### src/hw/rtl/assert_macros.svh
// Assertion macros shared by the RTL.
`ifndef ASSERT_MACROS_SVH
`define ASSERT_MACROS_SVH

// Implication checked on every clock edge outside reset.
`define ASSERT_IMPL(label, clk, rst, ante, cons, msg) \
   label: assert property (@(posedge clk) disable iff (rst) (ante) |-> (cons)) \
      else $error(msg);

// Next-cycle implication checked outside reset.
`define ASSERT_NEXT(label, clk, rst, ante, cons, msg) \
   label: assert property (@(posedge clk) disable iff (rst) (ante) |=> (cons)) \
      else $error(msg);

`endif

### src/hw/rtl/htw_pkg.sv
// ----------------------------------------------------------------------------
// Hashed timing wheel package
// Shared constants, request and response types, arming arithmetic.
// ----------------------------------------------------------------------------
package htw_pkg;

   localparam int TIMERS  = 32;
   localparam int SLOTS   = 256;
   localparam int TICK_MS = 10;

   localparam int ID_W     = 5;
   localparam int IDX_W    = (TIMERS > 1) ? $clog2(TIMERS) : 1;
   localparam int SLOT_W   = 8;
   localparam int ROUNDS_W = 13;
   localparam int PERIOD_W = 24;
   localparam int RUNS_W   = 16;
   localparam int LAP      = SLOTS * TICK_MS;
   localparam int OFF_W    = (LAP > 1) ? $clog2(LAP) : 1;

   // The arming arithmetic relies on LAP being 5 * 2**LAP_SHIFT and TICK_MS
   // being 2 * 5. Both divisions by five use a reciprocal multiplication that
   // is exact over the operand ranges below.
   localparam int LAP_SHIFT   = 9;
   localparam int QUO_IN_W    = PERIOD_W - LAP_SHIFT;
   localparam int RECIP_W     = 16;
   localparam logic [RECIP_W-1:0] RECIP5 = 16'd52429;
   localparam int RECIP_SHIFT = 18;
   localparam int QUO_W       = QUO_IN_W + RECIP_W - RECIP_SHIFT;
   localparam int HALF_W      = OFF_W - 1;
   localparam int OFF_RECIP_W = 12;
   localparam logic [OFF_RECIP_W-1:0] OFF_RECIP = 12'd3277;
   localparam int OFF_RECIP_SHIFT = 14;

   localparam logic CMD_REGISTER = 1'b0;
   localparam logic CMD_TICK     = 1'b1;

   // Entry record: slot, rounds, period, runs left.
   localparam int ENTRY_W = SLOT_W + ROUNDS_W + PERIOD_W + RUNS_W;

   typedef struct packed {
      logic                command;
      logic [ID_W-1:0]     timer_id;
      logic [PERIOD_W-1:0] period_ms;
      logic [RUNS_W-1:0]   run_count;
   } req_type;

   typedef struct packed {
      logic [ID_W-1:0] fired_id;
      logic            finished;
      logic            last;
   } rsp_type;

   typedef struct packed {
      logic [SLOT_W-1:0]   slot;
      logic [ROUNDS_W-1:0] rounds;
      logic [PERIOD_W-1:0] period;
      logic [RUNS_W-1:0]   runs_left;
   } entry_type;

   // Period clamped to at least one tick.
   function automatic logic [PERIOD_W-1:0] clamp_period(input logic [PERIOD_W-1:0] p);
      return (p < PERIOD_W'(TICK_MS)) ? PERIOD_W'(TICK_MS) : p;
   endfunction

endpackage

### src/hw/rtl/htw_ram.sv
// ----------------------------------------------------------------------------
// Generic single-port-write RAM
// One write port, one read port, registered read data.
// ----------------------------------------------------------------------------
module htw_ram #(
   parameter int WIDTH = 8,
   parameter int DEPTH = 32
) (
   input  logic                     clock,
   input  logic                     wr_en,
   input  logic [$clog2(DEPTH)-1:0] wr_addr,
   input  logic [WIDTH-1:0]         wr_data,
   input  logic [$clog2(DEPTH)-1:0] rd_addr,
   output logic [WIDTH-1:0]         rd_data
);

   logic [WIDTH-1:0] mem [DEPTH];

   always_ff @(posedge clock) begin
      if (wr_en) begin
         mem[wr_addr] <= wr_data;
      end
      rd_data <= mem[rd_addr];
   end

endmodule

### src/hw/rtl/hashed_timing_wheel_core.sv
// ----------------------------------------------------------------------------
// Hashed timing wheel core
// 256-slot timing wheel holding 32 timer entries in a synchronous RAM.
// ----------------------------------------------------------------------------
// Usage:
//   A request on req_ carries a command. A register request arms one timer
//   entry with a period in milliseconds and a run count (zero repeats for
//   ever); it produces no response. A tick request visits the current slot
//   and returns one response on rsp_ for each entry that fires, in ascending
//   id order, with last set on the final one of that tick.
//   Arming splits the period into rounds and a slot offset by reciprocal
//   multiplication in the quotient, remainder and write-back steps, and a
//   register request holds the input not ready until write-back is done.
//   A tick walks the entry RAM one entry at a time (read, evaluate, emit),
//   runs the arming steps again to re-arm each entry that fires, and adds
//   one more emit pass when the final entry fires behind a held one. The
//   registered RAM read and the arming steps set the length of a tick, and
//   only one request is in flight.
//   While a response waits in the output register the scan holds, so a
//   stalled receiver simply stretches the tick. Reset clears the valid bits
//   and the wheel position at once; no clearing pass is needed.
// ----------------------------------------------------------------------------
`include "assert_macros.svh"

module hashed_timing_wheel_core
   import htw_pkg::*;
(
   input  logic    clock,
   input  logic    reset,
   input  logic    req_valid,
   output logic    req_ready,
   input  req_type req_data,
   output logic    rsp_valid,
   input  logic    rsp_ready,
   output rsp_type rsp_data
);

   typedef enum logic [2:0] {
      ST_IDLE,
      ST_READ,
      ST_EVAL,
      ST_DIV,
      ST_EMIT
   } state_type;

   // Arming steps: quotient, remainder, then offset and write-back.
   localparam logic [1:0] DIV_QUO   = 2'd0;
   localparam logic [1:0] DIV_REM   = 2'd1;
   localparam logic [1:0] DIV_WRITE = 2'd2;

   state_type            state_ff;
   logic [TIMERS-1:0]    valid_ff;
   logic [SLOT_W-1:0]    pos_ff;
   logic                 is_tick_ff;
   logic [IDX_W-1:0]     idx_ff;
   logic                 hit_ff;
   entry_type            ent_ff;
   logic                 fin_ff;
   logic                 pend_ff;
   logic [IDX_W-1:0]     pend_id_ff;
   logic                 pend_fin_ff;
   // Arming: rounds are the period over LAP, the offset is the rest over TICK_MS.
   logic [QUO_W-1:0]     quo_ff;
   logic [PERIOD_W-1:0]  rem_ff;
   logic [1:0]           step_ff;
   logic                 rsp_valid_ff;
   rsp_type              rsp_ff;

   logic                 wr_en;
   entry_type            wr_data;
   entry_type            rd_data;
   logic [IDX_W-1:0]     rd_addr;

   htw_ram #(.WIDTH(ENTRY_W), .DEPTH(TIMERS)) u_entry_ram (
      .clock   (clock),
      .wr_en   (wr_en),
      .wr_addr (idx_ff),
      .wr_data (wr_data),
      .rd_addr (rd_addr),
      .rd_data (rd_data)
   );

   assign req_ready = (state_ff == ST_IDLE);
   assign rsp_valid = rsp_valid_ff;
   assign rsp_data  = rsp_ff;

   logic [QUO_IN_W+RECIP_W-1:0]  quo_prod;
   logic [QUO_W-1:0]             quo_calc;
   logic [PERIOD_W-1:0]          lap_mult;
   logic [PERIOD_W-1:0]          rem_calc;
   logic [HALF_W+OFF_RECIP_W-1:0] off_prod;
   logic [SLOT_W-1:0]            off_slot;
   logic                         rsp_free;
   logic [RUNS_W-1:0]            runs_dec;
   logic                         fire_fin;
   logic                         scan_done;
   logic                         emit_send;
   logic                         pend_in;
   rsp_type                      emit_rsp;

   always_comb begin
      // Period over LAP: drop the power-of-two factor, then divide by five.
      quo_prod = (QUO_IN_W+RECIP_W)'(ent_ff.period[PERIOD_W-1:LAP_SHIFT])
                 * (QUO_IN_W+RECIP_W)'(RECIP5);
      quo_calc = quo_prod[QUO_IN_W+RECIP_W-1:RECIP_SHIFT];
      // LAP is four plus one times 2**LAP_SHIFT.
      lap_mult = (PERIOD_W'(quo_ff) << (LAP_SHIFT + 2)) + (PERIOD_W'(quo_ff) << LAP_SHIFT);
      rem_calc = ent_ff.period - lap_mult;
      // Remainder over TICK_MS: halve, then divide by five.
      off_prod = (HALF_W+OFF_RECIP_W)'(rem_ff[OFF_W-1:1])
                 * (HALF_W+OFF_RECIP_W)'(OFF_RECIP);
      off_slot = off_prod[SLOT_W+OFF_RECIP_SHIFT-1:OFF_RECIP_SHIFT];
      rsp_free = !rsp_valid_ff || rsp_ready;
      runs_dec = (rd_data.runs_left != '0) ? rd_data.runs_left - 1'b1 : rd_data.runs_left;
      fire_fin = (rd_data.runs_left == RUNS_W'(1));
      // Response handling: a firing is held until it is known whether it is the last.
      scan_done = (idx_ff == IDX_W'(TIMERS - 1));
      emit_send = (state_ff == ST_EMIT) && rsp_free
                  && (pend_ff ? (hit_ff || scan_done) : (hit_ff && scan_done));
      pend_in   = hit_ff ? (pend_ff || !scan_done) : (pend_ff && !scan_done);
      emit_rsp.fired_id = ID_W'(pend_ff ? pend_id_ff : idx_ff);
      emit_rsp.finished = pend_ff ? pend_fin_ff : fin_ff;
      emit_rsp.last     = scan_done && !(hit_ff && pend_ff);
      rd_addr  = idx_ff;
      wr_en    = 1'b0;
      wr_data  = ent_ff;
      if (state_ff == ST_DIV && step_ff == DIV_WRITE) begin
         wr_en          = !fin_ff;
         wr_data.slot   = pos_ff + off_slot;
         // A 24-bit period never needs more rounds than the field holds.
         wr_data.rounds = quo_ff;
      end else if (state_ff == ST_EVAL && rd_data.rounds != '0 && valid_ff[idx_ff]
                   && rd_data.slot == pos_ff) begin
         wr_en          = 1'b1;
         wr_data        = rd_data;
         wr_data.rounds = rd_data.rounds - 1'b1;
      end
   end

   always_ff @(posedge clock) begin
      if (reset) begin
         state_ff     <= ST_IDLE;
         valid_ff     <= '0;
         pos_ff       <= '0;
         rsp_valid_ff <= 1'b0;
         pend_ff      <= 1'b0;
         hit_ff       <= 1'b0;
      end else begin
         if (emit_send) begin
            rsp_valid_ff <= 1'b1;
            rsp_ff       <= emit_rsp;
         end else if (rsp_ready) begin
            rsp_valid_ff <= 1'b0;
         end
         unique case (state_ff)
            ST_IDLE: begin
               if (req_valid) begin
                  is_tick_ff <= (req_data.command == CMD_TICK);
                  pend_ff    <= 1'b0;
                  if (req_data.command == CMD_TICK) begin
                     idx_ff   <= '0;
                     state_ff <= ST_READ;
                  end else if (32'(req_data.timer_id) < TIMERS) begin
                     idx_ff            <= IDX_W'(req_data.timer_id);
                     ent_ff.period     <= clamp_period(req_data.period_ms);
                     ent_ff.runs_left  <= req_data.run_count;
                     fin_ff            <= 1'b0;
                     valid_ff[IDX_W'(req_data.timer_id)] <= 1'b1;
                     step_ff           <= DIV_QUO;
                     state_ff          <= ST_DIV;
                  end
               end
            end
            ST_READ: begin
               state_ff <= ST_EVAL;
            end
            ST_EVAL: begin
               if (valid_ff[idx_ff] && rd_data.slot == pos_ff && rd_data.rounds == '0) begin
                  // Entry fires: count down the runs, re-arm or free.
                  ent_ff  <= {rd_data.slot, rd_data.rounds, rd_data.period, runs_dec};
                  fin_ff  <= fire_fin;
                  if (fire_fin) begin
                     valid_ff[idx_ff] <= 1'b0;
                  end
                  hit_ff   <= 1'b1;
                  step_ff  <= DIV_QUO;
                  state_ff <= ST_DIV;
               end else begin
                  hit_ff   <= 1'b0;
                  state_ff <= ST_EMIT;
               end
            end
            ST_DIV: begin
               step_ff <= step_ff + 1'b1;
               if (step_ff == DIV_QUO) begin
                  quo_ff <= quo_calc;
               end else if (step_ff == DIV_REM) begin
                  rem_ff <= rem_calc;
               end else begin
                  state_ff <= is_tick_ff ? ST_EMIT : ST_IDLE;
               end
            end
            ST_EMIT: begin
               if (rsp_free) begin
                  hit_ff  <= 1'b0;
                  pend_ff <= pend_in;
                  if (hit_ff) begin
                     pend_id_ff  <= idx_ff;
                     pend_fin_ff <= fin_ff;
                  end
                  if (!scan_done) begin
                     idx_ff   <= idx_ff + 1'b1;
                     state_ff <= ST_READ;
                  end else if (!(hit_ff && pend_ff)) begin
                     // Final firing goes out now; otherwise one more pass sends it.
                     pos_ff   <= pos_ff + 1'b1;
                     state_ff <= ST_IDLE;
                  end
               end
            end
            default: state_ff <= ST_IDLE;
         endcase
      end
   end

   `ASSERT_IMPL(a_rsp_only_busy, clock, reset,
      rsp_valid && !$past(rsp_valid), !$past(req_ready), "response raised while idle")
   `ASSERT_NEXT(a_rsp_hold, clock, reset,
      rsp_valid && !rsp_ready, rsp_valid && $stable(rsp_data), "stalled response changed")
   `ASSERT_IMPL(a_no_accept_busy, clock, reset,
      state_ff != ST_IDLE, !req_ready, "request taken while busy")

endmodule
### config.mk
export PLATFORM = sky130hd
export DESIGN_NAME = hashed_timing_wheel_core
export DESIGN_NICKNAME = d
export VERILOG_FILES = /design/src/hw/rtl/htw_pkg.sv /design/src/hw/rtl/htw_ram.sv /design/src/hw/rtl/hashed_timing_wheel_core.sv
export VERILOG_INCLUDE_DIRS = /design/src /design/src/hw/rtl
export SDC_FILE = /design/constraint.sdc
export NUM_CORES = 2
export LEC_CHECK = 0
export BUFFER_PORTS_ARGS = -buffer_cell sky130_fd_sc_hd__buf_2
export CAP_MARGIN = 15
export CORE_MARGIN = 4
export CORE_UTILIZATION = 26
export DETAILED_ROUTE_END_ITERATION = 8
export PLACE_DENSITY_LB_ADDON = 0.2
export SLEW_MARGIN = 10
export SYNTH_ARGS = -nofsm -noshare
export SYNTH_HDL_FRONTEND = slang
export SYNTH_SLANG_ARGS = --single-unit
### constraint.sdc
create_clock -name clock -period 16.8 [get_ports clock]
set_clock_uncertainty 0.05 [all_clocks]
set_input_delay 1.68 -clock clock [delete_from_list [all_inputs] [get_ports clock]]
set_output_delay 1.68 -clock clock [all_outputs]
set_load 0.03 [all_outputs]
; ---- Word level (Yosys, flattened, before mapping)
; Memory sizes are Yosys's and may differ from the RTL's. A register that Yosys moved wholly into a read port is not among the register bits.
; Index checks and enable logic that the tools add are counted.
; Widths: inputs -> output; s select.
[totals]
register_bits = 154
ramBits = 1952
out_inout_bits = 9
word_cells = 165
mem_count = 1
[op_classes]
addsub = 8
multipliers = 2
order_cmp = 5
n_eq_ne = 18
mux = 59
bitwise = 6
n_reduce_logical = 45
[memory_table]
columns = name, words, width, rd, rd_clocked_by_memory_dff, wr, line
row1 = u_entry_ram.mem, 32, 61, 1, 1, 1, htw_ram.sv:17  ; logic [WIDTH-1:0] mem [DEPTH];
[ops]
columns = cell, count
row1 = $mux 40, 4
row2 = $mux 32, 4
row3 = $pmux 40 s2, 1
row4 = $pmux 32 s2, 1
row5 = $mux 61, 1
row6 = $and 32x32->32, 1
row7 = $not 32->32, 1
row8 = $or 32x32->32, 1
row9 = $mul 15x16->31 const B, 1
row10 = $mux 5, 5
row11 = $reduce_and 5->1, 5
row12 = $lt 24x4->1 const B, 1
row13 = $mux 24, 1
row14 = $mux 3, 8
row15 = $mul 11x12->22 const B, 1
row16 = $mux 21, 1
row17 = $mux 1, 19
row18 = $eq 16x1->1 const B, 1
row19 = $mux 16, 1
row20 = $reduce_bool 16->1, 1
row21 = $sub 16x1->16 const B, 1
row22 = $pmux 3 s5, 1
row23 = $logic_and 1x1->1, 14
row24 = $ne 2x2->1 const B, 7
row25 = 36 further kinds, 61

; ---- Depth between registers and ports, before layout
[logic_depth]
word_depth = 9
depth_mapped = 26
depth_no_buf = 26

; ---- By module
; Synthesis repeated with hierarchy kept, for this count alone.
[unflattened]
cells_unflattened = 5697
hier_area_um2 = 91441.4
[by_module_without_submodules]
columns = mod, n_inst, cells_per_inst, area_per_inst_um2
row1 = htw_ram, 1, 4262, 77206.5
row2 = hashed_timing_wheel_core, 1, 1435, 14234.9

; ---- Least setup slack after synthesis
; OpenSTA, ideal clock, no wires.
[synth_timing]
path_kind = register to register
startpoint = register rem_ff[6]
endpoint = memory u_entry_ram.mem[0][60] in the netlist's numbering (data pin)
setup_ns = 0.377
t_arrival_ns = 6.451
required_ns = 16.373
path_slack_ns = 9.922
path_stages_with_launch = 26
n_path_buf = 0
cell_sequence = edfxtp_1 > ha_1 > inv_1 > fa_1 > inv_1 > fa_1 > fa_1 > inv_1 > fa_1 > inv_1 > ha_1 > a211oi_1 > nand2_1 > o31ai_1 > nand2b_1 > a21oi_1 > xnor2_1 > ha_1 > a21o_1 > a21oi_1 > nor2b_1 > o21a_1 > o41a_1 > xnor2_1 > xnor2_1 > a21oi_1
[synth_via]
elab_chain_cells = 3
[synth_rtl]
columns = element, line
row1 = start: declaration, hashed_timing_wheel_core.sv:64  ; logic [PERIOD_W-1:0] rem_ff;
row2 = start signal: assignment, hashed_timing_wheel_core.sv:198  ; rem_ff <= rem_calc;
row3 = $mul 11x12->22, hashed_timing_wheel_core.sv:111  ; * (HALF_W+OFF_RECIP_W)'(OFF_RECIP);
row4 = $add 8x8->8, hashed_timing_wheel_core.sv:129  ; wr_data.slot = pos_ff + off_slot;
row5 = $mux 21, hashed_timing_wheel_core.sv:127  ; if (state_ff == ST_DIV && step_ff == DIV_WRITE) begin
row6 = via u_entry_ram.wr_data[60], htw_ram.sv:12  ; input logic [WIDTH-1:0] wr_data,
row7 = end: declaration, htw_ram.sv:17
; The timed path passes the listed nets, and every way through them passes these cells.

; ---- Worst setup path in the final report
[layout_timing]
startpoint = register idx_ff[1]
endpoint = memory u_entry_ram.mem[24][60] in the netlist's numbering (enable)
[layout_via]
elab_chain_cells = 8
[layout_rtl]
columns = element, line
row1 = start: declaration, hashed_timing_wheel_core.sv:55  ; logic [IDX_W-1:0] idx_ff;
row2 = start signal: assignment, hashed_timing_wheel_core.sv:164  ; idx_ff <= IDX_W'(req_data.timer_id);
row3 = start signal: assignment, hashed_timing_wheel_core.sv:212  ; idx_ff <= idx_ff + 1'b1;
row4 = $bmux 1 s5, hashed_timing_wheel_core.sv:132  ; end else if (state_ff == ST_EVAL && rd_data.rounds != '0 && valid_ff[idx_ff]
row5 = $mux 1 (implied by the code), hashed_timing_wheel_core.sv:132
row6 = $logic_and 1x1->1, hashed_timing_wheel_core.sv:132
row7 = $logic_and 1x1->1, hashed_timing_wheel_core.sv:133  ; && rd_data.slot == pos_ff) begin
row8 = $mux 1, hashed_timing_wheel_core.sv:132
row9 = $mux 1, hashed_timing_wheel_core.sv:127
row10 = $mux 1, htw_ram.sv:20  ; if (wr_en) begin
row11 = $mux 1 (implied by the code), htw_ram.sv:21  ; mem[wr_addr] <= wr_data;
; Several ways; a longest one is shown, not always the timed one. The select of a mux whose other input is x is not followed.

==> summary.md <==
| Metric | Value |
|---|---|
| Crit path kind | flop to flop |
| HP Class | flop to flop |
| Num CTS Buffers | between 200 and 250 |
| R2R cell count | 12 |
| Dpl hpwl | 138.6 mm |
| Setup TNS | 0 ns |
| Unrepaired setup endpoints after global routing | no |
| Main combinational cell family by area after synthesis | multiplexers |
| Detailed Routing Iterations Pass 1 | 5 |
| Largest net degree at the start of global routing | approximately 120 |
| Cell Int Power | around 0.0099 W |
| CTS Root Buffer Type | clkbuf_16 |
| Adder-cell share of the synthesized area | ~5% |
| # clock sinks | 2,132 |
| M3 GR Usage | 2.967% |
| CTS tree | done |
| Reg area | 62,960 um2 |
| Critical Path Source | idx_ff[1] |
| Sequential share of power | between 40% and 50% |
| Tot GR Track Use | about 15% |
| GR Util met1 | approximately a fifth |
| Core ar. | roughly 330,000 um2 |
| Max-slew violations | 0 |
| Via Count | approximately 44,000 |
| Final WL | roughly 260 mm |
| Post-synth EDFFs | a little over 2,000 |
| Mapped Area | 86,740 um2 |
| Row cnt | between 200 and 250 |
| IO Pins | around 60 |
| Synth Area in XOR/XNOR | 0.7573% |
| Synth Register Bits | between 2,000 and 2,500 |
| Most frequent cells in the layout | 2,026 x edfxtp_1, 482 x mux4_2, 230 x clkbuf_16, 198 x ha_1, 191 x inv_1 |
| Met2 Usage GRT | a little under a quarter |
| CTS hold repair buffers | 0 |
| # DRC | 0 |
| Post-CTS setup buffer count | 0 |
| Highest clock rate | 133.6 MHz |
| Worst setup path endpoint | u_entry_ram.mem[24][60] |
| Synth Area per Inst | slightly below 20 um2 |
| R2r setup slk | 9.31 ns |
| Cell variety after synth | 65 |
| Comb pwr share | roughly 17% |
| Finished Cell Area | a little over 100,000 um2 |
| Tmin final | 7.486 ns |
| Final critical-path share of the clock period | approximately 45% |
| WL/cell | about 28 um |
| Maximum fanout along the worst path | 53 |
| Status | finished, final reports clean |
| Die area | 342,900 um2 |
| Clk pin slew, worst setup/hold paths | ~0.06 ns |
| Worst EP required | approximately 17 ns |
| Worst path arrival time | ~7.9 ns |
| Fill cell count | between 30,000 and 40,000 |
| Worst slew pin tran | 1.271 ns |
| Busiest grt layer | met2 |
| Share of cells above drive strength 1 | a little under a quarter |
| Vias/cell | between 4 and 5 |
| IO buf count | 57 |
| Post-synthesis mux area share | 13.99% |
| Count of final setup violators | 0 |
| H-tree depth | 4 |
| Switch share | between 20% and 30% |
| Final hold vios | 0 |
| Commonest non-fill, non-tap cell in the layout | edfxtp_1 |
| Post-synthesis compound-gate area fraction | between 3 and 4% |
| Cells after synthesis | 4,404 |
| First-pass GRT wire length | between 300 and 400 mm |
| Syn Nets | between 4,000 and 5,000 |
| Detail Route Antenna Nets | 0 |
| Die Span X | 585.6 um |
| P_leak | about 33 nW |
| Slew headroom | between 10 and 15% |
| GP Congestion | around 0.75 |
| Starting density of the core | 26.18% |
| Crit start category | flop |
| Resize count post-CTS | 0 |
| Multi-input logic area | between 20,000 and 25,000 um2 |
| Sequential area share after synthesis | 72.58% |
| RR Endpoint | u_entry_ram.mem[24][60] |
| Final net count | a little under 5,000 |
| Simple-Gate Fraction of Synth Area | under 10% |
| PwrDens | 133.2 nW/um2 |
| Crit Reg-Reg Startpoint | idx_ff[1] |
| Worst skew pair latency | roughly 0.9 ns |
| YS warnings | 0 |
| Post-synth top flop | edfxtp_1 |
| Die Y-Extent | between 500 and 600 um |
| Area after DPL | ~93,000 um2 |
| Vias in the first global route | about 45,000 |
| Crit end category | flop |
| Psw | between 0.003 and 0.004 W |
| Clock power share | roughly two fifths |
| Syn-to-layout area delta | 16.37% |
| Iter 0 DRT Violations | approximately 4,300 |
| Grt ovf | 0 |
| Peak VDD IR | between 0.0001 and 0.00015 V |
| Initial antenna violation count | 21 |
| Max Cap Viol | 0 |
| Ys async rst share | 0% |
| CTS max path bufs | 3 |
[final cells by class]
cell class	count	share of cell area [%]
inverter	191	0.7102
antenna	4	0.009916
timing repair buffer	189	1.335
sequential	2132	62.37
multi-input combinational	1872	22.47
clock inverter	143	1.631
tap	4366	5.412
clock buffer	297	6.060
[worst max-delay path, stage by stage, from the launching register on]
cell and delay, ns:
edfxtp_1 0.32, buf_4 0.48, buf_4 0.87, mux2i_1 0.27, o22ai_1 0.18, o31ai_1 0.16
a311oi_2 0.66, nand3_4 0.75, o21ai_2 0.45, nand2_1 0.55, nor2_4 0.91, buf_4 0.72
buf_4 0.61
[through the flow]
stage	cells	util (%)	total power, W	hold slack (ns)	setup WS [ns]
after floorplan	4404	-	0.007689	0.3706	9.922
after global placement	8745	28.08	0.008457	0.3976	9.153
after detailed placement	8745	28.08	0.008445	0.4004	9.074
after CTS	9185	30.42	0.01363	0.4246	9.101
after global routing	9191	30.46	0.01408	0.4560	8.908
final	9194	30.47	0.01344	0.4305	9.314
[power groups by stage]
stage	registers [W]	clock network (W)	logic [W]
finish	0.00605	0.00515	0.00224
detailed placement	0.00616	0	0.00228
CTS	0.00605	0.00528	0.00230
global placement	0.00616	0	0.00229
floorplan	0.00612	0	0.00157
global route	0.00606	0.00551	0.00251
[synthesized netlist by cell type (all sizes together) (33+ instances only)]
cell type / count / area share (%)
a21oi: 74 / 0.43
a22oi: 180 / 1.6
buf: 89 / 0.41
clkbuf: 120 / 0.52
dfxtp: 106 / 2.4
edfxtp: 2026 / 70
fa: 91 / 2.1
ha: 198 / 2.9
inv: 191 / 0.83
mux2: 95 / 1.2
mux4: 482 / 13
nand2: 187 / 0.82
nand4: 68 / 0.49
nor2: 120 / 0.52
o21a: 33 / 0.29
o21ai: 61 / 0.36
xnor2: 46 / 0.46
[metal layers]
layer	wire [um]	share of wire [%]
met5	35	0.014
met1	114700	44
met3	15310	5.9
met4	5812	2.3
met2	122100	47
[cells by family after synthesis]
group,Yosys count
AO/OA/AOI/OAI,412
adder cells (fa/ha/maj),289
buffers and inverters,400
multiplexers,598
AND/OR/NAND/NOR,498
XOR/XNOR,75
flip-flops,2132
[registers in the layout, indices dropped and copies added, names as in the netlist]
name	flops
pend_fin_ff	1
u_entry_ram.rd_data	60
hit_ff	1
pend_ff	1
fin_ff	1
state_ff	3
quo_ff	13
step_ff	2
ent_ff	60
u_entry_ram.mem	1920
rsp_data	7
rsp_valid	1
valid_ff	32
is_tick_ff	1
idx_ff	5
pos_ff	8
rem_ff	11
pend_id_ff	5
[how the worst min path moves through the flow]
| stage | start | to | slack, ns | depth (start not counted) |
|---|---|---|---|---|
| 2_1_floorplan | idx_ff[3] | pend_id_ff[3] | 0.37 | 0 |
| 3_3_place_gp | u_entry_ram.rd_data[52] | ent_ff[52] | 0.40 | 0 |
| 3_5_place_dp | u_entry_ram.rd_data[52] | ent_ff[52] | 0.40 | 0 |
| 4_1_cts | u_entry_ram.rd_data[52] | ent_ff[52] | 0.42 | 0 |
| 5_1_grt | u_entry_ram.rd_data[52] | ent_ff[52] | 0.46 | 0 |
| 6_report | u_entry_ram.rd_data[52] | ent_ff[52] | 0.43 | 0 |
Power figures use the tool's default switching activity.
